`src/rtl/jst_pkg.sv`:
```
// ----------------------------------------------------------------------------
// JSON shape tracker package
// Position state encoding, character codes, masks and result widths.
// ----------------------------------------------------------------------------
`default_nettype none

package jst_pkg;

  localparam int CHAR_W      = 8;
  localparam int CODE_W      = 4;
  localparam int MASK_W      = 8;
  localparam int LEVEL_W     = 8;
  // Result bits other than the stack level.
  localparam int RES_FIXED_W = CODE_W + MASK_W + 2 + 2 * LEVEL_W + 1;

  // Command codes.
  localparam logic OP_PROCESS = 1'b0;
  localparam logic OP_RESTART = 1'b1;

  // Position state codes as seen on the result beat and in the stack.
  localparam logic [CODE_W-1:0] CODE_OPEN       = 4'd0;
  localparam logic [CODE_W-1:0] CODE_KEYQ       = 4'd1;
  localparam logic [CODE_W-1:0] CODE_KEY        = 4'd2;
  localparam logic [CODE_W-1:0] CODE_COLON      = 4'd3;
  localparam logic [CODE_W-1:0] CODE_VALUE      = 4'd4;
  localparam logic [CODE_W-1:0] CODE_STR        = 4'd5;
  localparam logic [CODE_W-1:0] CODE_NUM        = 4'd6;
  localparam logic [CODE_W-1:0] CODE_BOOL       = 4'd7;
  localparam logic [CODE_W-1:0] CODE_NULL       = 4'd8;
  localparam logic [CODE_W-1:0] CODE_ARRAY      = 4'd9;
  localparam logic [CODE_W-1:0] CODE_COMMACLOSE = 4'd10;
  localparam logic [CODE_W-1:0] CODE_DONE       = 4'd11;

  // Internal one-hot position state.
  typedef enum logic [11:0] {
    PS_OPEN       = 12'h001,
    PS_KEYQ       = 12'h002,
    PS_KEY        = 12'h004,
    PS_COLON      = 12'h008,
    PS_VALUE      = 12'h010,
    PS_STR        = 12'h020,
    PS_NUM        = 12'h040,
    PS_BOOL       = 12'h080,
    PS_NULL       = 12'h100,
    PS_ARRAY      = 12'h200,
    PS_COMMACLOSE = 12'h400,
    PS_DONE       = 12'h800
  } ps_t;

  // Character codes.
  localparam logic [CHAR_W-1:0] CH_LBRACE = 8'h7B;
  localparam logic [CHAR_W-1:0] CH_RBRACE = 8'h7D;
  localparam logic [CHAR_W-1:0] CH_LBRACK = 8'h5B;
  localparam logic [CHAR_W-1:0] CH_RBRACK = 8'h5D;
  localparam logic [CHAR_W-1:0] CH_QUOTE  = 8'h22;
  localparam logic [CHAR_W-1:0] CH_COLON  = 8'h3A;
  localparam logic [CHAR_W-1:0] CH_COMMA  = 8'h2C;
  localparam logic [CHAR_W-1:0] CH_MINUS  = 8'h2D;
  localparam logic [CHAR_W-1:0] CH_ZERO   = 8'h30;
  localparam logic [CHAR_W-1:0] CH_NINE   = 8'h39;
  localparam logic [CHAR_W-1:0] CH_T      = 8'h74;
  localparam logic [CHAR_W-1:0] CH_F      = 8'h66;
  localparam logic [CHAR_W-1:0] CH_N      = 8'h6E;
  localparam logic [CHAR_W-1:0] CH_BSLASH = 8'h5C;

  // Allowed-class masks per state.
  localparam logic [MASK_W-1:0] MASK_OPEN       = 8'h01;
  localparam logic [MASK_W-1:0] MASK_KEYQ       = 8'h0A;
  localparam logic [MASK_W-1:0] MASK_COLON      = 8'h10;
  localparam logic [MASK_W-1:0] MASK_VALUE      = 8'hCD;
  localparam logic [MASK_W-1:0] MASK_COMMACLOSE = 8'h22;
  localparam logic [MASK_W-1:0] MASK_NONE       = 8'h00;

  // Depth saturation limits.
  localparam logic signed [LEVEL_W-1:0] LEVEL_MAX  = 8'sh7F;
  localparam logic signed [LEVEL_W-1:0] LEVEL_MIN  = 8'sh80;
  localparam logic signed [LEVEL_W-1:0] LEVEL_ZERO = 8'sh00;
  localparam logic signed [LEVEL_W-1:0] LEVEL_ONE  = 8'sh01;

  function automatic logic [CODE_W-1:0] ps_encode(input ps_t ps);
    logic [CODE_W-1:0] code;
    unique case (ps)
      PS_OPEN:       code = CODE_OPEN;
      PS_KEYQ:       code = CODE_KEYQ;
      PS_KEY:        code = CODE_KEY;
      PS_COLON:      code = CODE_COLON;
      PS_VALUE:      code = CODE_VALUE;
      PS_STR:        code = CODE_STR;
      PS_NUM:        code = CODE_NUM;
      PS_BOOL:       code = CODE_BOOL;
      PS_NULL:       code = CODE_NULL;
      PS_ARRAY:      code = CODE_ARRAY;
      PS_COMMACLOSE: code = CODE_COMMACLOSE;
      PS_DONE:       code = CODE_DONE;
      default:       code = CODE_OPEN;
    endcase
    return code;
  endfunction

  function automatic ps_t ps_decode(input logic [CODE_W-1:0] code);
    ps_t ps;
    unique case (code)
      CODE_OPEN:       ps = PS_OPEN;
      CODE_KEYQ:       ps = PS_KEYQ;
      CODE_KEY:        ps = PS_KEY;
      CODE_COLON:      ps = PS_COLON;
      CODE_VALUE:      ps = PS_VALUE;
      CODE_STR:        ps = PS_STR;
      CODE_NUM:        ps = PS_NUM;
      CODE_BOOL:       ps = PS_BOOL;
      CODE_NULL:       ps = PS_NULL;
      CODE_ARRAY:      ps = PS_ARRAY;
      CODE_COMMACLOSE: ps = PS_COMMACLOSE;
      CODE_DONE:       ps = PS_DONE;
      default:         ps = PS_OPEN;
    endcase
    return ps;
  endfunction

endpackage

`default_nettype wire

```
`src/rtl/jst_ifs.sv`:
```
// ----------------------------------------------------------------------------
// JSON shape tracker channels
// Valid/ready stream interfaces for the character and result channels.
// ----------------------------------------------------------------------------
`default_nettype none

interface jst_in_if import jst_pkg::*; ();
  logic              valid;
  logic              ready;
  logic              opcode;
  logic [CHAR_W-1:0] char_code;

  modport source(output valid, opcode, char_code, input ready);
  modport sink(input valid, opcode, char_code, output ready);
endinterface

interface jst_out_if import jst_pkg::*; #(
  parameter int SP_W = 5
) ();
  logic                      valid;
  logic                      ready;
  logic [CODE_W-1:0]         parse_state;
  logic [MASK_W-1:0]         allowed_mask;
  logic                      free_generation;
  logic                      block_all;
  logic signed [LEVEL_W-1:0] brace_level;
  logic signed [LEVEL_W-1:0] bracket_level;
  logic [SP_W-1:0]           stack_level;
  logic                      overflow_flag;

  modport source(
    output valid, parse_state, allowed_mask, free_generation, block_all,
           brace_level, bracket_level, stack_level, overflow_flag,
    input  ready
  );
  modport sink(
    input  valid, parse_state, allowed_mask, free_generation, block_all,
           brace_level, bracket_level, stack_level, overflow_flag,
    output ready
  );
endinterface

`default_nettype wire

```
`src/rtl/jst_ram.sv`:
```
// ----------------------------------------------------------------------------
// JSON shape tracker RAM
// Generic single-write, single-read memory with a registered read port.
// ----------------------------------------------------------------------------
`default_nettype none

module jst_ram #(
  parameter int W     = 4,
  parameter int DEPTH = 16
) (
  input  wire logic                     clk,
  input  wire logic                     we,
  input  wire logic [$clog2(DEPTH)-1:0] waddr,
  input  wire logic [W-1:0]             wdata,
  input  wire logic [$clog2(DEPTH)-1:0] raddr,
  output logic      [W-1:0]             rdata
);

  logic [W-1:0] mem [DEPTH];

  // Write, and read the old contents on an address collision.
  always_ff @(posedge clk) begin
    if (we) begin
      mem[waddr] <= wdata;
    end
    rdata <= mem[raddr];
  end

endmodule

`default_nettype wire

```
`src/rtl/jst_skid.sv`:
```
// ----------------------------------------------------------------------------
// JSON shape tracker output buffer
// Two-entry output register with skid stage; ready does not depend on
// the downstream ready.
// ----------------------------------------------------------------------------
`default_nettype none

module jst_skid #(
  parameter int W = 36
) (
  input  wire logic         clk,
  input  wire logic         rst_n,
  input  wire logic         in_valid,
  output logic              in_ready,
  input  wire logic [W-1:0] in_data,
  output logic              out_valid,
  input  wire logic         out_ready,
  output logic [W-1:0]      out_data
);

  logic         main_valid_r;
  logic [W-1:0] main_data_r;
  logic         skid_valid_r;
  logic [W-1:0] skid_data_r;

  assign in_ready  = !skid_valid_r;
  assign out_valid = main_valid_r;
  assign out_data  = main_data_r;

  // Advance the main register when it drains; park a beat in the skid otherwise.
  always_ff @(posedge clk) begin
    if (!rst_n) begin
      main_valid_r <= 1'b0;
      skid_valid_r <= 1'b0;
    end else if (out_ready || !main_valid_r) begin
      if (skid_valid_r) begin
        main_valid_r <= 1'b1;
        main_data_r  <= skid_data_r;
        skid_valid_r <= 1'b0;
      end else begin
        main_valid_r <= in_valid;
        if (in_valid) begin
          main_data_r <= in_data;
        end
      end
    end else if (in_valid && in_ready) begin
      skid_valid_r <= 1'b1;
      skid_data_r  <= in_data;
    end
  end

endmodule

`default_nettype wire

```
`src/rtl/json_shape_tracker.sv`:
```
// ----------------------------------------------------------------------------
// JSON shape tracker
// Follows a loose JSON object shape one character at a time and reports the
// token classes allowed next.
// ----------------------------------------------------------------------------
// The tracker takes one character or restart beat per clock while the
// output buffer has room, and returns one registered result beat per input
// beat, in order. The whole state update is combinational; the return stack
// lives in a small RAM whose registered read is kept pointed at the top
// entry, with the value of a push forwarded around the RAM, so a pop right
// after a push costs nothing. A two-entry output buffer lets the input keep
// flowing for one beat while a result waits. No clearing pass follows reset:
// the stack is only read below the pointer, which reset clears.
`default_nettype none

module json_shape_tracker import jst_pkg::*; #(
  parameter int STACK_DEPTH = 16
) (
  input wire logic  clk,
  input wire logic  rst_n,
  jst_in_if.sink    in_bus,
  jst_out_if.source out_bus
);

  localparam int SP_W  = $clog2(STACK_DEPTH + 1);
  localparam int AW    = $clog2(STACK_DEPTH);
  localparam int RES_W = RES_FIXED_W + SP_W;

  ps_t                       ps_r, ps_nxt;
  logic                      esc_r, esc_nxt;
  logic signed [LEVEL_W-1:0] brace_r, brace_nxt;
  logic signed [LEVEL_W-1:0] bracket_r, bracket_nxt;
  logic [SP_W-1:0]           sp_r, sp_nxt;
  logic                      fwd_r, fwd_nxt;
  logic [CODE_W-1:0]         fwd_data_r;

  logic                      in_fire;
  logic [CHAR_W-1:0]         ch;
  logic                      push_en;
  logic [CODE_W-1:0]         push_code;
  logic                      ovf;
  logic                      pop_ok;
  logic [CODE_W-1:0]         ram_rdata;
  logic [CODE_W-1:0]         tos_code;
  ps_t                       tos_ps;
  logic [AW-1:0]             wr_addr;
  logic [SP_W-1:0]           rd_addr_full;
  logic [AW-1:0]             rd_addr;
  logic [MASK_W-1:0]         mask;
  logic                      free_gen;
  logic                      blk;
  logic [RES_W-1:0]          res_data;
  logic [RES_W-1:0]          out_data;

  assign in_fire = in_bus.valid && in_bus.ready;
  assign ch      = in_bus.char_code;

  // Top of stack: last push forwarded, else the registered RAM read.
  assign tos_code = fwd_r ? fwd_data_r : ram_rdata;
  assign tos_ps   = ps_decode(tos_code);
  assign pop_ok   = (sp_r != '0);

  // Next state for an accepted beat.
  always_comb begin
    ps_nxt      = ps_r;
    esc_nxt     = esc_r;
    brace_nxt   = brace_r;
    bracket_nxt = bracket_r;
    sp_nxt      = sp_r;
    push_en     = 1'b0;
    push_code   = CODE_ARRAY;
    ovf         = 1'b0;
    if (in_fire) begin
      if (in_bus.opcode == OP_RESTART) begin
        ps_nxt      = PS_OPEN;
        esc_nxt     = 1'b0;
        brace_nxt   = LEVEL_ZERO;
        bracket_nxt = LEVEL_ZERO;
        sp_nxt      = '0;
      end else begin
        // Depths move first, saturating.
        if (ch == CH_LBRACE) begin
          if (brace_r != LEVEL_MAX) brace_nxt = brace_r + LEVEL_ONE;
        end else if (ch == CH_RBRACE) begin
          if (brace_r != LEVEL_MIN) brace_nxt = brace_r - LEVEL_ONE;
        end else if (ch == CH_LBRACK) begin
          if (bracket_r != LEVEL_MAX) bracket_nxt = bracket_r + LEVEL_ONE;
        end else if (ch == CH_RBRACK) begin
          if (bracket_r != LEVEL_MIN) bracket_nxt = bracket_r - LEVEL_ONE;
        end

        unique case (ps_r) inside
          PS_OPEN: begin
            if (ch == CH_LBRACE) ps_nxt = PS_KEYQ;
          end
          PS_KEYQ: begin
            if (ch == CH_QUOTE) ps_nxt = PS_KEY;
            else if (ch == CH_RBRACE) ps_nxt = PS_DONE;
          end
          PS_KEY: begin
            if (ch == CH_QUOTE && !esc_r) ps_nxt = PS_COLON;
            else if (ch == CH_BSLASH) esc_nxt = !esc_r;
            else esc_nxt = 1'b0;
          end
          PS_COLON: begin
            if (ch == CH_COLON) ps_nxt = PS_VALUE;
          end
          PS_VALUE: begin
            if (ch == CH_QUOTE) begin
              ps_nxt = PS_STR;
            end else if (ch == CH_LBRACK || ch == CH_LBRACE) begin
              push_code = (ch == CH_LBRACK) ? CODE_ARRAY : CODE_COMMACLOSE;
              if (sp_r == SP_W'(STACK_DEPTH)) begin
                ovf = 1'b1;
              end else begin
                push_en = 1'b1;
                sp_nxt  = sp_r + SP_W'(1);
              end
              if (ch == CH_LBRACE) ps_nxt = PS_KEYQ;
            end else if ((ch >= CH_ZERO && ch <= CH_NINE) || ch == CH_MINUS) begin
              ps_nxt = PS_NUM;
            end else if (ch == CH_T || ch == CH_F) begin
              ps_nxt = PS_BOOL;
            end else if (ch == CH_N) begin
              ps_nxt = PS_NULL;
            end
          end
          PS_STR: begin
            if (ch == CH_QUOTE && !esc_r) begin
              if (pop_ok) begin
                sp_nxt = sp_r - SP_W'(1);
                ps_nxt = tos_ps;
              end else begin
                ps_nxt = PS_COMMACLOSE;
              end
            end else if (ch == CH_BSLASH) begin
              esc_nxt = !esc_r;
            end else begin
              esc_nxt = 1'b0;
            end
          end
          PS_NUM, PS_BOOL, PS_NULL: begin
            if (ch == CH_COMMA || ch == CH_RBRACE || ch == CH_RBRACK) begin
              if (pop_ok) begin
                sp_nxt = sp_r - SP_W'(1);
                ps_nxt = tos_ps;
              end else begin
                ps_nxt = PS_COMMACLOSE;
              end
              // Terminator overrides the popped state.
              if (ch == CH_COMMA) ps_nxt = PS_KEYQ;
              else if (ch == CH_RBRACE && brace_nxt == LEVEL_ZERO) ps_nxt = PS_DONE;
              else if (ch == CH_RBRACK) ps_nxt = PS_COMMACLOSE;
            end
          end
          PS_ARRAY: begin
            if (ch == CH_RBRACK) begin
              if (pop_ok) begin
                sp_nxt = sp_r - SP_W'(1);
                ps_nxt = tos_ps;
              end else begin
                ps_nxt = PS_COMMACLOSE;
              end
            end else if (ch == CH_COMMA) begin
              ps_nxt = PS_VALUE;
            end
          end
          PS_COMMACLOSE: begin
            if (ch == CH_COMMA) begin
              ps_nxt = PS_KEYQ;
            end else if (ch == CH_RBRACE) begin
              if (brace_nxt == LEVEL_ZERO) begin
                ps_nxt = PS_DONE;
              end else if (pop_ok) begin
                sp_nxt = sp_r - SP_W'(1);
                ps_nxt = tos_ps;
              end
            end
          end
          PS_DONE: begin
            ps_nxt = PS_DONE;
          end
          default: begin
            ps_nxt = ps_r;
          end
        endcase
      end
    end
  end

  // Keep the RAM read pointed at the entry below the next pointer.
  assign wr_addr      = sp_r[AW-1:0];
  assign rd_addr_full = sp_nxt - SP_W'(1);
  assign rd_addr      = rd_addr_full[AW-1:0];
  assign fwd_nxt      = push_en && (wr_addr == rd_addr);

  jst_ram #(
    .W     (CODE_W),
    .DEPTH (STACK_DEPTH)
  ) u_stack (
    .clk   (clk),
    .we    (push_en),
    .waddr (wr_addr),
    .wdata (push_code),
    .raddr (rd_addr),
    .rdata (ram_rdata)
  );

  // Decode the mask and generation flags from the new state.
  always_comb begin
    mask     = MASK_NONE;
    free_gen = 1'b0;
    blk      = 1'b0;
    unique case (ps_nxt)
      PS_OPEN:       mask = MASK_OPEN;
      PS_KEYQ:       mask = MASK_KEYQ;
      PS_COLON:      mask = MASK_COLON;
      PS_VALUE:      mask = MASK_VALUE;
      PS_COMMACLOSE: mask = MASK_COMMACLOSE;
      PS_DONE:       blk  = 1'b1;
      default:       free_gen = 1'b1;
    endcase
  end

  // Hold the tracker state.
  always_ff @(posedge clk) begin
    if (!rst_n) begin
      ps_r      <= PS_OPEN;
      esc_r     <= 1'b0;
      brace_r   <= LEVEL_ZERO;
      bracket_r <= LEVEL_ZERO;
      sp_r      <= '0;
      fwd_r     <= 1'b0;
    end else begin
      ps_r      <= ps_nxt;
      esc_r     <= esc_nxt;
      brace_r   <= brace_nxt;
      bracket_r <= bracket_nxt;
      sp_r      <= sp_nxt;
      fwd_r     <= fwd_nxt;
    end
  end

  always_ff @(posedge clk) begin
    fwd_data_r <= push_code;
  end

  assign res_data = {ovf, sp_nxt, bracket_nxt, brace_nxt, blk, free_gen, mask,
                     ps_encode(ps_nxt)};

  jst_skid #(
    .W (RES_W)
  ) u_out_buf (
    .clk       (clk),
    .rst_n     (rst_n),
    .in_valid  (in_bus.valid),
    .in_ready  (in_bus.ready),
    .in_data   (res_data),
    .out_valid (out_bus.valid),
    .out_ready (out_bus.ready),
    .out_data  (out_data)
  );

  assign {out_bus.overflow_flag, out_bus.stack_level, out_bus.bracket_level,
          out_bus.brace_level, out_bus.block_all, out_bus.free_generation,
          out_bus.allowed_mask, out_bus.parse_state} = out_data;

endmodule

`default_nettype wire

```
`src/flat_wrapper.sv`:
```
// flat-port wrapper written by rule: the top's interface ports become plain ports
module json_shape_tracker_flat import jst_pkg::*;
#(
  parameter int STACK_DEPTH = 16
)
  (clk, rst_n, in_bus_valid, in_bus_opcode, in_bus_char_code, in_bus_ready, out_bus_valid, out_bus_parse_state, out_bus_allowed_mask, out_bus_free_generation, out_bus_block_all, out_bus_brace_level, out_bus_bracket_level, out_bus_stack_level, out_bus_overflow_flag, out_bus_ready);
  jst_in_if in_bus_i ();
  jst_out_if #(.SP_W(($clog2(STACK_DEPTH + 1)))) out_bus_i ();
  input wire logic clk;
  input wire logic rst_n;
  input wire logic [$bits(in_bus_i.valid)-1:0] in_bus_valid;
  input wire logic [$bits(in_bus_i.opcode)-1:0] in_bus_opcode;
  input wire logic [$bits(in_bus_i.char_code)-1:0] in_bus_char_code;
  output wire logic [$bits(in_bus_i.ready)-1:0] in_bus_ready;
  output wire logic [$bits(out_bus_i.valid)-1:0] out_bus_valid;
  output wire logic [$bits(out_bus_i.parse_state)-1:0] out_bus_parse_state;
  output wire logic [$bits(out_bus_i.allowed_mask)-1:0] out_bus_allowed_mask;
  output wire logic [$bits(out_bus_i.free_generation)-1:0] out_bus_free_generation;
  output wire logic [$bits(out_bus_i.block_all)-1:0] out_bus_block_all;
  output wire logic [$bits(out_bus_i.brace_level)-1:0] out_bus_brace_level;
  output wire logic [$bits(out_bus_i.bracket_level)-1:0] out_bus_bracket_level;
  output wire logic [$bits(out_bus_i.stack_level)-1:0] out_bus_stack_level;
  output wire logic [$bits(out_bus_i.overflow_flag)-1:0] out_bus_overflow_flag;
  input wire logic [$bits(out_bus_i.ready)-1:0] out_bus_ready;
  assign in_bus_i.valid = in_bus_valid;
  assign in_bus_i.opcode = in_bus_opcode;
  assign in_bus_i.char_code = in_bus_char_code;
  assign in_bus_ready = in_bus_i.ready;
  assign out_bus_valid = out_bus_i.valid;
  assign out_bus_parse_state = out_bus_i.parse_state;
  assign out_bus_allowed_mask = out_bus_i.allowed_mask;
  assign out_bus_free_generation = out_bus_i.free_generation;
  assign out_bus_block_all = out_bus_i.block_all;
  assign out_bus_brace_level = out_bus_i.brace_level;
  assign out_bus_bracket_level = out_bus_i.bracket_level;
  assign out_bus_stack_level = out_bus_i.stack_level;
  assign out_bus_overflow_flag = out_bus_i.overflow_flag;
  assign out_bus_i.ready = out_bus_ready;
  json_shape_tracker #(.STACK_DEPTH(STACK_DEPTH)) u_core (.clk(clk), .rst_n(rst_n), .in_bus(in_bus_i), .out_bus(out_bus_i));
endmodule
```
`config.mk`:
```
export PLATFORM = sky130hd
export DESIGN_NAME = json_shape_tracker_flat
export DESIGN_NICKNAME = d
export VERILOG_FILES = /design/src/rtl/jst_pkg.sv /design/src/rtl/jst_ifs.sv /design/src/rtl/jst_ram.sv /design/src/rtl/jst_skid.sv /design/src/rtl/json_shape_tracker.sv /design/src/flat_wrapper.sv
export SDC_FILE = /design/constraint.sdc
export NUM_CORES = 1
export LEC_CHECK = 0
export BUFFER_PORTS_ARGS = -buffer_cell sky130_fd_sc_hd__buf_2
export CORE_MARGIN = 1.5
export CORE_UTILIZATION = 30
export DETAILED_ROUTE_END_ITERATION = 8
export PLACE_DENSITY = 0.55
export RECOVER_POWER = 25
export SLEW_MARGIN = 20
export SYNTH_ARGS = -nofsm -noshare
export SYNTH_HDL_FRONTEND = slang
export SYNTH_HIERARCHICAL = 1
export SYNTH_SLANG_ARGS = --single-unit
```
`constraint.sdc`:
```
create_clock -name clk -period 11.73 [get_ports clk]
set_clock_uncertainty 0.2 [all_clocks]
set_input_delay 0.5865 -clock clk [delete_from_list [all_inputs] [get_ports clk]]
set_output_delay 0.5865 -clock clk [all_outputs]
set_load 0.02 [all_outputs]
```
# Word level (Yosys, flattened, before mapping)
# Memories as Yosys holds them, arrays and structs flattened. A register that Yosys moved wholly into a read port is not among the register bits.
# Cells that the tools add are included.
# word_totals
register_bits	113
mem_bits_rw	64
romBits	192
inputBits	13
out_inout_bits	38
elab_cells	178
n_memories	2
# classes
n_addsub	7
order_cmp	2
n_eq_ne	43
n_mux	86
n_bitwise	2
reduce_logical	25
# mem_list
name	depth	width	rd	rd_clocked_by_memory_dff	write_ports	line	text
(name not given)	16	12	1	0	0	jst_pkg.sv:102	unique case (code)
u_core.u_stack.mem	16	4	1	1	1	jst_ram.sv:19	logic [W-1:0] mem [DEPTH];
# op_table
op	n
12-bit 2-to-1 mux	24
8-bit 2-to-1 mux	16
12-bit one-hot mux with 10 select lines	1
36-bit 2-to-1 mux	2
8-bit by 7-bit == test with 1-bit output, second input constant	8
5-bit 2-to-1 mux	12
4-bit one-hot mux with 11 select lines	1
8-bit one-hot mux with 5 select lines	1
8-bit by 6-bit == test with 1-bit output, second input constant	4
8-bit != test, second input constant	4
5-bit one-hot mux with 5 select lines	1
12-bit by 1-bit == test with 1-bit output, second input constant	2
12-bit by 10-bit == test with 1-bit output, second input constant	2
12-bit by 11-bit == test with 1-bit output, second input constant	2
12-bit == test, second input constant	2
12-bit by 2-bit == test with 1-bit output, second input constant	2
12-bit by 3-bit == test with 1-bit output, second input constant	2
12-bit by 4-bit == test with 1-bit output, second input constant	2
12-bit by 5-bit == test with 1-bit output, second input constant	2
12-bit by 6-bit == test with 1-bit output, second input constant	2
12-bit by 7-bit == test with 1-bit output, second input constant	2
12-bit by 8-bit == test with 1-bit output, second input constant	2
12-bit by 9-bit == test with 1-bit output, second input constant	2
4-bit 2-to-1 mux	6
other kinds (23)	61

# Logic depth before layout (Yosys ltp)
# Gate-level depths: netlist of the first run.
# logic_depth
depth_word	19
depth_mapped	20

# Cells and area by module
# The synthesis of the first run kept the hierarchy.
# modules_own_cells
mod	n_inst	cells_each	area_each_um2
json_shape_tracker	1	754	5134.9
jst_skid	1	123	2698.8
jst_ram	1	130	2666.3

# Worst setup path after synthesis of the first run
# OpenSTA, ideal clock, no wires.
# synth_path
path_kind	input-to-reg
startpoint	input in_bus_char_code[0]
endpoint	register u_core.u_out_buf.main_data_r[12] (netlist: u_core/u_out_buf/out_data[12]) (data pin)
setup_ps	260
arrival_ps	4265
required_ps	11270
setup_slack_ps	7005
stages	13
n_path_buf	1
cell_sequence	buf_6 -> or4b_4 -> a211oi_4 -> nor3_1 -> or3_1 -> nor4_1 -> o211a_1 -> o41ai_2 -> or4_4 -> or4b_4 -> or3_1 -> o211a_1 -> mux2_2
# synth_via
elab_chain_len	18
elab_cells_between_ends	59
classes_between	order compare (2); eq/ne (17); mux (30); reduce/logical (10)
# synth_rtl
element	line	text
from (decl)	flat_wrapper.sv:13	input wire logic [$bits(in_bus_i.char_code)-1:0] in_bus_char_code;
8-bit by 7-bit == test with 1-bit output	-	
8-bit 2-to-1 mux	json_shape_tracker.sv:84	end else if (ch == CH_RBRACE) begin
8-bit 2-to-1 mux	json_shape_tracker.sv:82	if (ch == CH_LBRACE) begin
8-bit 2-to-1 mux	json_shape_tracker.sv:74	if (in_bus.opcode == OP_RESTART) begin
8-bit 2-to-1 mux	json_shape_tracker.sv:73	if (in_fire) begin
8-bit logical NOT	json_shape_tracker.sv:152, json_shape_tracker.sv:172	
1-bit logical AND	json_shape_tracker.sv:152	else if (ch == CH_RBRACE && brace_nxt == LEVEL_ZERO) ps_nxt = PS_DONE;
12-bit 2-to-1 mux	json_shape_tracker.sv:152	
[... 3 more ...]	-	
12-bit 2-to-1 mux (*)	json_shape_tracker.sv:74	
12-bit 2-to-1 mux (*)	json_shape_tracker.sv:73	
12-bit by 1-bit == test with 1-bit output, or another cell as far along	json_shape_tracker.sv:214	unique case (ps_nxt)
6-bit OR reduction (no source line) (*)	-	
1-bit 2-to-1 mux (*)	json_shape_tracker.sv:214	
named net u_core.free_gen	json_shape_tracker.sv:50	logic free_gen;
36-bit 2-to-1 mux (*)	jst_skid.sv:42	if (in_valid) begin
36-bit 2-to-1 mux (*)	jst_skid.sv:36	if (skid_valid_r) begin
to (signal assigned)	jst_skid.sv:38	main_data_r <= skid_data_r;
to (signal assigned)	jst_skid.sv:43	main_data_r <= in_data;
to (decl)	jst_skid.sv:22	logic [W-1:0] main_data_r;
# The timed path passes the listed nets; every way through them passes the cells marked *. The select of a mux whose other input is x is not followed.
# A chain may end at the register's enable or synchronous reset.

# Final worst setup path of the first run
# layout_path
startpoint	register u_core.brace_r[0]
endpoint	register u_core.u_stack.rdata[3] (read register of u_core.u_stack.mem)
# layout_via
elab_chain_len	14
elab_cells_between_ends	18
classes_between	add/sub (3); eq/ne (2); mux (12); reduce/logical (1)
# layout_rtl
element	line	text
from (decl)	json_shape_tracker.sv:31	logic signed [LEVEL_W-1:0] brace_r, brace_nxt;
from (signal assigned)	json_shape_tracker.sv:237	brace_r <= brace_nxt;
8-bit by 2-bit subtractor with 8-bit output / 8-bit != test (equally long branches)	json_shape_tracker.sv:85	if (brace_r != LEVEL_MIN) brace_nxt = brace_r - LEVEL_ONE;
8-bit 2-to-1 mux	json_shape_tracker.sv:85	
8-bit 2-to-1 mux	json_shape_tracker.sv:84	
8-bit 2-to-1 mux (*)	json_shape_tracker.sv:82	
8-bit 2-to-1 mux (*)	json_shape_tracker.sv:74	
8-bit 2-to-1 mux (*)	json_shape_tracker.sv:73	
8-bit logical NOT (*)	json_shape_tracker.sv:172	if (brace_nxt == LEVEL_ZERO) begin
5-bit 2-to-1 mux (*)	json_shape_tracker.sv:172	
5-bit 2-to-1 mux (*)	json_shape_tracker.sv:171	end else if (ch == CH_RBRACE) begin
5-bit 2-to-1 mux (*)	json_shape_tracker.sv:169	if (ch == CH_COMMA) begin
5-bit one-hot mux with 5 select lines (*)	json_shape_tracker.sv:92	unique case (ps_r) inside
5-bit 2-to-1 mux (*)	json_shape_tracker.sv:74	
5-bit 2-to-1 mux (*)	json_shape_tracker.sv:73	
named net u_core.res_data[30]	json_shape_tracker.sv:52	logic [RES_W-1:0] res_data;
4-bit by 1-bit subtractor with 4-bit output (*)	json_shape_tracker.sv:193	assign rd_addr_full = sp_nxt - SP_W'(1);
named net u_core.rd_addr_full[0]	json_shape_tracker.sv:47	logic [SP_W-1:0] rd_addr_full;
to (decl)	jst_ram.sv:16	output logic [W-1:0] rdata
# Marked as above.

==> key figures, run 1 <==
Die
  – Total core area: 34500 um2
  – Initial standard-cell utilization of the core: 0.305
  – Width of the die: 190 um
  – Io pins: 51
  – Die area: 36100 um2
  – Number of standard-cell rows in the floorplan: 68
  – Vertical die dimension: 190 um

Placed design
  – IO buf count: 50
  – Final GP Congestion: 0.984
  – Placed inst area: 11200 um2
  – HPWL after DPL: 21700 um
  – Worst setup slack after placement: 5.51 ns

Status
  – Run status: finished with violations
  – Failing checks: capacitance limit, slew limit

Route
  – Post-route DRC: 0
  – Starting DRC count in detailed routing: 767
  – Total vias in the final route: 8431
  – Detailed-route vias per instance: 5.53
  – Post-route antenna net violation count: 0
  – Detailed-router iteration count before antenna repair: 5
  – Mean routed wirelength per cell: 19.8 um
  – DRT Wirelength: 30200 um

Critical path
  – Slowest stage cell on the critical path: sky130_fd_sc_hd__o21ai_1
  – Slack of the worst reg-to-reg path: 5.50 ns
  – Chain of cells forming the critical path: inv_1 > ha_1 > and3b_1 > a211o_1 > mux2i_1 > a22oi_1 > or4_4 > o21ai_1 > a21oi_1 > mux2i_1 > o22ai_1 > inv_1 > ha_1 > inv_1 > mux4_1 > a22oi_1 > nand3_1
  – Gate family responsible for the most delay along the worst path: compound AO/OA/AOI/OAI gates
  – Launching element type of the critical path: flop
  – Reg2reg start: u_core/brace_r[0]$_SDFF_PN0_
  – FF-to-FF End: u_core/u_stack/rdata[3]$_DFF_P_
  – Startpoint-to-endpoint class of the critical path: flop to flop
  – Reg2Reg Depth: 17
  – Kind of capture point of the worst setup path: flop
  – CP most frequent cell: sky130_fd_sc_hd__inv_1
  – Data required time at the worst endpoint: 11.86 ns
  – Delay contributed by the slowest stage of the critical path: 0.62 ns
  – Worst path bufs/invs: 3
  – Arrival time reported for the critical path endpoint: 6.35 ns
  – Critical path fanouts, max: 17

Logic synthesis
  – Netlist Area Pre-Place: 10500 um2
  – Cell type with the largest total area after synthesis: sky130_fd_sc_hd__edfxtp_1
  – Average cell area after synthesis: 10.4 um2
  – Number of distinct library cells after synthesis: 88
  – Portion of synthesized cell area occupied by the leading cell type: 0.389
  – Post-synthesis register bit count: 179
  – Share of synthesized registers carrying an async set or reset: 0
  – Predominant post-synthesis flop cell: sky130_fd_sc_hd__edfxtp_1
  – Number of instances in the synthesized netlist: 1007
  – Main area contributors after synthesis: sky130_fd_sc_hd__edfxtp_1 39%, sky130_fd_sc_hd__dfxtp_1 8.2%, sky130_fd_sc_hd__mux2_2 4.0%
  – Proportion of synthesized chip area in sequential cells: 0.471
  – Top cells by instance count after synthesis: 136 x sky130_fd_sc_hd__edfxtp_1, 75 x sky130_fd_sc_hd__nor2_1, 71 x sky130_fd_sc_hd__nand2_1
  – Count of yosys warnings during synthesis: 6
  – Cell with the most instances after synthesis: sky130_fd_sc_hd__edfxtp_1
  – Number of enable flip-flop cells after synthesis: 136

Clock tree
  – Clock root buffer: sky130_fd_sc_hd__clkbuf_16
  – Clock-pin slew of the registers on the worst-case setup and hold paths: 0.08 ns
  – Number of CTS-inserted buffers: 17
  – Number of H-tree branching levels: 4
  – Buffers inserted by post-CTS timing repair: 0
  – Number of gates resized after cts: 0
  – Number of hold-repair buffers added at the cts stage: 0
  – CTS tree: built
  – Latest clock arrival within the worst-skew pair: 0.45 ns
  – Maximum buffer depth of the clock tree: 2
  – Number of clock sinks: 179

STA
  – Final number of setup-violating endpoints: 0
  – Minimum period implied by the final worst setup slack: 6.23 ns
  – RSZ-0062 raised after global routing: false
  – Total negative slack: 0 ns
  – Period utilization: 0.531
  – Transition time at the pin with the least slew margin: 2.08 ns
  – Number of slew-limit violations in the final report: 57
  – Relative slew slack: -0.385
  – Final Hold Viols: 0
  – FMAX: 161 MHz
  – Final worst setup slack: 5.50 ns

Power
  – Cell area power density: 114 nW/um2
  – Worst VDD drop: 0.000118 V
  – Overall power after layout: 1.34 mW
  – Static Leakage: 4.08 nW

Global routing
  – Number of antenna violations at the first check in global routing: 1
  – Via count of the first global-routing pass: 8029
  – Wire length of the first global-routing pass: 47100 um
  – Maximum number of pins on one net before global-route repair: 40
  – GRT Residual Overflow: 0
  – GRT Util Overall: 0.169

Cells and area
  – Post-route cell area: 11800 um2
  – N_diodes: 0
  – Final core utilization: 0.343
  – Total area of multi-input combinational cells: 5210 um2
  – Filler Cells Inserted: 3506
  – Number of nets in the layout: 1078
  – Seq. cell area: 4940 um2
  – Fraction of final layout cells with drive strength greater than 1: 0.115
  – Area grow syn2layout: 12.4%

Worst hold path
  – Type of the most critical hold path: input pin to flop
  – Sink of the worst hold path: u_core/u_out_buf/out_valid$_SDFFE_PN0P_
  – Hold-critical path depth: 2
  – Worst hold start: in_bus_valid

Job
  – Max Cap Viol: 2
cells by family after synthesis:
family                     share of synthesized area
and+or+nand+nor                                0.222
adders and majority gates                    0.00953
muxes                                         0.0847
other                                       0.000715
xor gates and xnor gates                      0.0142
buffers and inverters                         0.0439
DFF                                            0.471
AOI/OAI and AO/OA                              0.154
metrics by stage:
step,hold WS (ns),std cells
2_1_floorplan,0.255,1037
3_3_place_gp,0.274,1492
3_5_place_dp,0.282,1492
4_1_cts,0.241,1524
5_1_grt,0.264,1525
6_report,0.255,1525
layer usage:
metal,wire length [um],share of wire,up-vias,track usage
met1,12700,0.42,4054,0.206
met5,13,0.00043,-,0
li1,-,-,3978,-
met4,1090,0.036,2,0.0830
met2,14900,0.49,322,0.285
met3,1540,0.051,75,0.0325
cell usage in the layout (no fill, tap or decap), drive strengths merged, types with 9 or more instances in the layout:
| cell type | n |
|---|---|
| a21oi | 39 |
| a22oi | 11 |
| a31oi | 22 |
| and2 | 36 |
| and3 | 10 |
| buf | 28 |
| clkbuf | 58 |
| conb | 32 |
| dfxtp | 43 |
| edfxtp | 136 |
| inv | 38 |
| mux2 | 37 |
| mux4 | 16 |
| nand2 | 71 |
| nand2b | 11 |
| nand3 | 33 |
| nand4 | 19 |
| nand4b | 9 |
| nor2 | 75 |
| nor2b | 14 |
| nor3 | 43 |
| nor4 | 23 |
| nor4b | 9 |
| o211ai | 10 |
| o21ai | 42 |
| o22ai | 11 |
| o31ai | 10 |
| or4 | 11 |
| xnor2 | 9 |
power by group:
group | leakage [nW] | internal [mW] | switching, mW
Clock | 0.296 | 0.290 | 0.287
Sequential | 1.65 | 0.685 | 0.00383
Combinational | 2.13 | 0.0252 | 0.0542
Total | 4.08 | 1.00 | 0.345
how the worst max path moves through the flow:
stage,startpoint,cells past startpoint,end
2_1_floorplan,in_bus_char_code[0],13,u_core/u_out_buf/out_data[12]$_DFFE_PP_
3_3_place_gp,in_bus_char_code[4],16,u_core/u_stack/rdata[0]$_DFF_P_
5_1_grt,u_core/brace_r[0]$_SDFF_PN0_,17,u_core/u_stack/rdata[0]$_DFF_P_
3_5_place_dp,in_bus_char_code[4],16,u_core/u_stack/rdata[2]$_DFF_P_
6_report,u_core/brace_r[0]$_SDFF_PN0_,17,u_core/u_stack/rdata[3]$_DFF_P_
4_1_cts,u_core/brace_r[0]$_SDFF_PN0_,17,u_core/u_stack/rdata[2]$_DFF_P_
flip-flops by register name (all words and copies together) (netlist names), 4 cells and up:
name                          flops
u_core/u_out_buf/skid_data_r     36
u_core/bracket_r                  8
u_core/brace_r                    8
u_core/u_stack/rdata              4
u_core/ps_r                      12
u_core/u_out_buf/out_data        36
u_core/u_stack/mem               64
u_core/sp_r                       5
final cells by class:
type	instances	share of cell area
Clock inverter	15	0.0156
Clock buffer	17	0.0360
Tap cell	455	0.0482
Timing Repair Buffer	69	0.0300
Inverter	31	0.00986
Sequential cell	179	0.419
Multi-Input combinational cell	759	0.441
(Power assumes the default switching activity.)
==> run 2: changes to the inputs <==
- PLACE_DENSITY: 0.55 -> 0.56
- clock period: 11.73 -> 5.4 ns (I/O delays scaled with it)
==> key figures, run 2 (same netlist as run 1, synthesis figures left out) <==
Critical path
  – Arrival time reported for the critical path endpoint: 5.17 ns
  – CP most frequent cell: sky130_fd_sc_hd__or4_4
  – Slowest stage cell on the critical path: sky130_fd_sc_hd__or4_4
  – Delay contributed by the slowest stage of the critical path: 0.58 ns
  – Kind of capture point of the worst setup path: flop
  – Critical path fanouts, max: 10
  – Data required time at the worst endpoint: 5.38 ns
  – Chain of cells forming the critical path: inv_1 > ha_1 > and3b_1 > a211o_1 > mux2i_1 > a22oi_1 > or4_4 > nor3_4 > o41ai_2 > or4_4 > or4b_4 > or3_1 > o211a_1 > mux2_2
  – Launching element type of the critical path: flop
  – Startpoint-to-endpoint class of the critical path: flop to flop

Route
  – Starting DRC count in detailed routing: 657
  – Post-route DRC: 0
  – Post-route antenna net violation count: 0
  – DRT Wirelength: 30600 um
  – Detailed-route vias per instance: 5.51
  – Total vias in the final route: 8581
  – Detailed-router iteration count before antenna repair: 7
  – Mean routed wirelength per cell: 19.7 um

Placed design
  – IO buf count: 50
  – HPWL after DPL: 22700 um
  – Final GP Congestion: 0.928
  – # placed instances: 1524

Die
  – Vertical die dimension: 190 um
  – Io pins: 51
  – Number of standard-cell rows in the floorplan: 68
  – Total core area: 34500 um2
  – Width of the die: 190 um
  – Die area: 36100 um2
  – Initial standard-cell utilization of the core: 0.305

Cells and area
  – Filler Cells Inserted: 3484
  – Area grow syn2layout: 14.3%
  – Fraction of final layout cells with drive strength greater than 1: 0.138
  – Register containing the most flip-flops in the final layout: u_core/u_stack/mem
  – N_diodes: 0
  – Final std cells w/o fill: 1558
  – Total area of multi-input combinational cells: 5230 um2
  – Highest-count cells in the layout ignoring fill and taps: 136 x sky130_fd_sc_hd__edfxtp_1, 74 x sky130_fd_sc_hd__nor2_1, 71 x sky130_fd_sc_hd__nand2_1, 46 x sky130_fd_sc_hd__buf_4, 43 x sky130_fd_sc_hd__dfxtp_1
  – Number of nets in the layout: 1111
  – Number of flip-flops in the largest register: 64
  – Seq. cell area: 4940 um2
  – Commonest non-fill, non-tap cell in the layout: sky130_fd_sc_hd__edfxtp_1

Clock tree
  – CTS tree: built
  – Number of H-tree branching levels: 4
  – Maximum buffer depth of the clock tree: 2
  – Buffers inserted by post-CTS timing repair: 0
  – Number of CTS-inserted buffers: 17
  – Clock root buffer: sky130_fd_sc_hd__clkbuf_16
  – Number of clock sinks: 179
  – Clock-pin slew of the registers on the worst-case setup and hold paths: 0.08 ns
  – Latest clock arrival within the worst-skew pair: 0.44 ns

Global routing
  – Maximum number of pins on one net before global-route repair: 40
  – GRT Util Overall: 0.172
  – Wire length of the first global-routing pass: 47800 um
  – GRT Residual Overflow: 0
  – Via count of the first global-routing pass: 8447
  – Number of antenna violations at the first check in global routing: 1

Worst hold path
  – Type of the most critical hold path: input pin to flop

STA
  – Total negative slack: 0 ns
  – Final number of setup-violating endpoints: 0
  – Transition time at the pin with the least slew margin: 2.07 ns
  – Final Hold Viols: 0
  – Number of slew-limit violations in the final report: 40
  – Period utilization: 0.961
  – Relative slew slack: -0.383
  – FMAX: 193 MHz
  – Minimum period implied by the final worst setup slack: 5.19 ns
  – RSZ-0062 raised after global routing: false

Power
  – Cell area power density: 238 nW/um2
  – Static Leakage: 4.19 nW
  – Worst VDD drop: 0.000217 V

Status
  – Run status: finished with violations
  – Failing checks: capacitance limit, slew limit

Job
  – Max Cap Viol: 1
==> run 2: cell types whose count changed in the layout (fill, tap and decap cells not counted), sizes merged <==
cell,previous run,this run
buf,28,58
inv,38,35
clkinvlp,0,2
dlygate4sd3,0,2
bufinv,0,1
clkbuf,58,59
==> run 2: cell type report <==
cell class / instances / area share
multi-input cells: 759 / 0.436
flip-flops and latches: 179 / 0.412
repair buffers: 102 / 0.0486
well taps: 455 / 0.0474
clock buffers: 17 / 0.0354
clock inverters: 15 / 0.0108
inverters: 31 / 0.00970
==> run 2: routing by layer <==
layer  GRT usage  vias to the layer above  part of all wire
met3      0.0282                       65             0.044
met2       0.293                      281              0.49
met4      0.0772                        2             0.036
met1       0.212                     4182              0.43
li1            -                     4051                 -
met5           0                        -           0.00042
==> run 2: per-stage QoR <==
step	hold WS (ns)	cell area [um2]	worst slack (ns)	util	power, mW
after floorplan	0.198	10600	0.692	-	1.65
after CTS	0.108	12100	0.0839	0.350	2.90
final	0.128	12000	0.213	0.348	2.86
after global placement	0.275	11500	0.247	0.333	1.71
after global routing	0.131	12000	0.0359	0.348	2.97
after detailed placement	0.291	11500	0.135	0.333	1.71
==> run 2: power breakdown <==
part           internal (mW)  leakage [nW]  switching (mW)  total, mW
clock network          0.639         0.269           0.545       1.18
logic                 0.0582          2.29           0.120      0.179
registers               1.49          1.64         0.00875       1.50
total                   2.19          4.19           0.675       2.86
==> run 2: worst paths after layout <==
path                                 from                                 endpoint  slack [ns]  cells past startpoint
max          u_core/brace_r[0]$_SDFF_PN0_  u_core/u_out_buf/out_data[12]$_DFFE_PP_        0.21                     14
min                                 rst_n                u_core/ps_r[0]$_SDFF_PN1_        0.13                      3
max reg2reg  u_core/brace_r[0]$_SDFF_PN0_  u_core/u_out_buf/out_data[12]$_DFFE_PP_        0.21                     14
min reg2reg     u_core/esc_r$_SDFFE_PN0P_                u_core/esc_r$_SDFFE_PN0P_        0.30                      2
==> run 2: repair_timing <==
item | CTS | global route
hold endpoints to repair | 2 | 0
gates resized for setup | 0 | 1
hold buffers | 2 | 0
setup endpoints to repair | 0 | 3
==> run 2: worst max-delay path: cells and delay by family (launching register included) <==
family	cells	cell delay, ns
AOI/OAI and AO/OA	4	0.80
adders and majority gates	1	0.30
buffers and inverters	1	0.11
DFF	1	0.50
muxes	2	0.44
and+or+nand+nor	6	2.57
==> run 3: changes to the inputs <==
- GPL_TIMING_DRIVEN: default -> 1
- PLACE_DENSITY: 0.56 -> 0.55
- REMOVE_ABC_BUFFERS: default -> 1
- clock period: 5.4 -> 5.39 ns (I/O delays scaled with it)
==> key figures, run 3 (same netlist as run 1, synthesis figures left out) <==
STA
  – Period utilization: 0.950
  – FMAX: 195 MHz
  – RSZ-0062 raised after global routing: false
  – Number of slew-limit violations in the final report: 94
  – Final Hold Viols: 0
  – Transition time at the pin with the least slew margin: 2.34 ns
  – Relative slew slack: -0.558
  – Total negative slack: 0 ns
  – Minimum period implied by the final worst setup slack: 5.12 ns
  – Final number of setup-violating endpoints: 0

Route
  – Detailed-router iteration count before antenna repair: 6
  – Post-route antenna net violation count: 0
  – DRT Wirelength: 30100 um
  – Post-route DRC: 0
  – Total vias in the final route: 8533
  – Mean routed wirelength per cell: 19.4 um
  – Detailed-route vias per instance: 5.49
  – Starting DRC count in detailed routing: 957

Global routing
  – Wire length of the first global-routing pass: 46900 um
  – GRT Residual Overflow: 0
  – Maximum number of pins on one net before global-route repair: 40
  – Via count of the first global-routing pass: 7956
  – GRT Util Overall: 0.167
  – Number of antenna violations at the first check in global routing: 0

Critical path
  – Startpoint-to-endpoint class of the critical path: flop to flop
  – Data required time at the worst endpoint: 5.39 ns
  – Kind of capture point of the worst setup path: flop
  – Critical path fanouts, max: 13
  – Reg2Reg Depth: 14
  – Launching element type of the critical path: flop
  – Arrival time reported for the critical path endpoint: 5.12 ns

Clock tree
  – Clock root buffer: sky130_fd_sc_hd__clkbuf_16
  – Number of CTS-inserted buffers: 17
  – CTS tree: built
  – Maximum buffer depth of the clock tree: 2
  – Latest clock arrival within the worst-skew pair: 0.44 ns
  – Number of H-tree branching levels: 4
  – Buffers inserted by post-CTS timing repair: 0
  – Clock-pin slew of the registers on the worst-case setup and hold paths: 0.08 ns
  – Number of clock sinks: 179

Die
  – Initial standard-cell utilization of the core: 0.305
  – Total core area: 34500 um2
  – Io pins: 51
  – Number of standard-cell rows in the floorplan: 68
  – Width of the die: 190 um
  – Vertical die dimension: 190 um
  – Die area: 36100 um2

Placed design
  – Final GP Congestion: 0.925
  – Placed inst area: 11400 um2
  – IO buf count: 50
  – HPWL after DPL: 21400 um

Power
  – Worst VDD drop: 0.000201 V
  – Cell area power density: 249 nW/um2
  – Static Leakage: 4.22 nW

Cells and area
  – Number of flip-flops in the largest register: 64
  – Commonest non-fill, non-tap cell in the layout: sky130_fd_sc_hd__edfxtp_1
  – Number of nets in the layout: 1107
  – Filler Cells Inserted: 3481
  – Final core utilization: 0.350
  – Fraction of final layout cells with drive strength greater than 1: 0.137
  – Area grow syn2layout: 14.9%
  – Post-route cell area: 12100 um2
  – Highest-count cells in the layout ignoring fill and taps: 136 x sky130_fd_sc_hd__edfxtp_1, 75 x sky130_fd_sc_hd__nor2_1, 71 x sky130_fd_sc_hd__nand2_1, 43 x sky130_fd_sc_hd__dfxtp_1, 43 x sky130_fd_sc_hd__buf_4
  – N_diodes: 0
  – Register containing the most flip-flops in the final layout: u_core/u_stack/mem

Worst hold path
  – Type of the most critical hold path: input pin to flop
  – Hold-critical path depth: 3

Job
  – Max Cap Viol: 3

Status
  – Run status: finished with violations
  – Failing checks: capacitance limit, slew limit
-- run 3: cell type report --
class	count	area [um2]	area share
multi-input combinational	759	5210	0.432
timing repair buffer	98	581	0.0481
tap	455	569	0.0472
clock buffer	17	425	0.0353
clock inverter	15	216	0.0179
inverter	31	116	0.00965
sequential	179	4940	0.410
-- run 3: metrics by stage --
| step | instances | setup WS [ns] | total power, mW | hold WS [ns] |
|---|---|---|---|---|
| 2_1_floorplan | 969 | 0.177 | 1.63 | 0.131 |
| 3_3_place_gp | 1519 | 0.370 | 1.71 | 0.289 |
| 3_5_place_dp | 1519 | 0.292 | 1.71 | 0.292 |
| 4_1_cts | 1553 | 0.288 | 3.05 | 0.123 |
| 5_1_grt | 1554 | 0.0199 | 3.12 | 0.154 |
| 6_report | 1554 | 0.268 | 3.00 | 0.144 |
-- run 3: what timing repair did --
item,in CTS,in global routing
hold endpoints to repair,2,0
resized for setup,0,1
hold buffers,2,0
setup endpoints to repair,0,3
-- run 3: report_power, final --
part           switching (mW)  internal [mW]  total [mW]
Combinational           0.122         0.0597       0.182
Sequential            0.00782           1.49        1.50
Clock                   0.669          0.651        1.32
Total                   0.799           2.20        3.00
-- run 3: path summary, 6_finish.rpt --
check                             from                                       to  slack, ns
min                              rst_n                u_core/ps_r[0]$_SDFF_PN1_       0.14
max          u_core/sp_r[0]$_SDFF_PN0_  u_core/u_out_buf/out_data[12]$_DFFE_PP_       0.27
min reg2reg  u_core/esc_r$_SDFFE_PN0P_                u_core/esc_r$_SDFFE_PN0P_       0.31
max reg2reg  u_core/sp_r[0]$_SDFF_PN0_  u_core/u_out_buf/out_data[12]$_DFFE_PP_       0.27
-- run 3: per-layer routing --
metal  up-vias  track usage  share of wire
met2       292        0.270           0.47
met4         0       0.0525          0.021
met1      4174        0.229           0.46
met3        38       0.0243          0.051
li1       4029            -              -
met5         -            0              0
-- run 3: worst max-delay path: stages, from the launching register on --
cell and delay [ns]:
sky130_fd_sc_hd__dfxtp_1 0.46, sky130_fd_sc_hd__inv_1 0.14, sky130_fd_sc_hd__ha_1 0.40, sky130_fd_sc_hd__or4b_1 0.49, sky130_fd_sc_hd__and4_1 0.29, sky130_fd_sc_hd__a311oi_1 0.31
sky130_fd_sc_hd__nor2_1 0.06, sky130_fd_sc_hd__o21ai_0 0.22, sky130_fd_sc_hd__o211a_1 0.25, sky130_fd_sc_hd__o41ai_2 0.14, sky130_fd_sc_hd__or4_4 0.57, sky130_fd_sc_hd__or4b_4 0.55
sky130_fd_sc_hd__or3_1 0.39, sky130_fd_sc_hd__o211a_1 0.15, sky130_fd_sc_hd__mux2_2 0.26
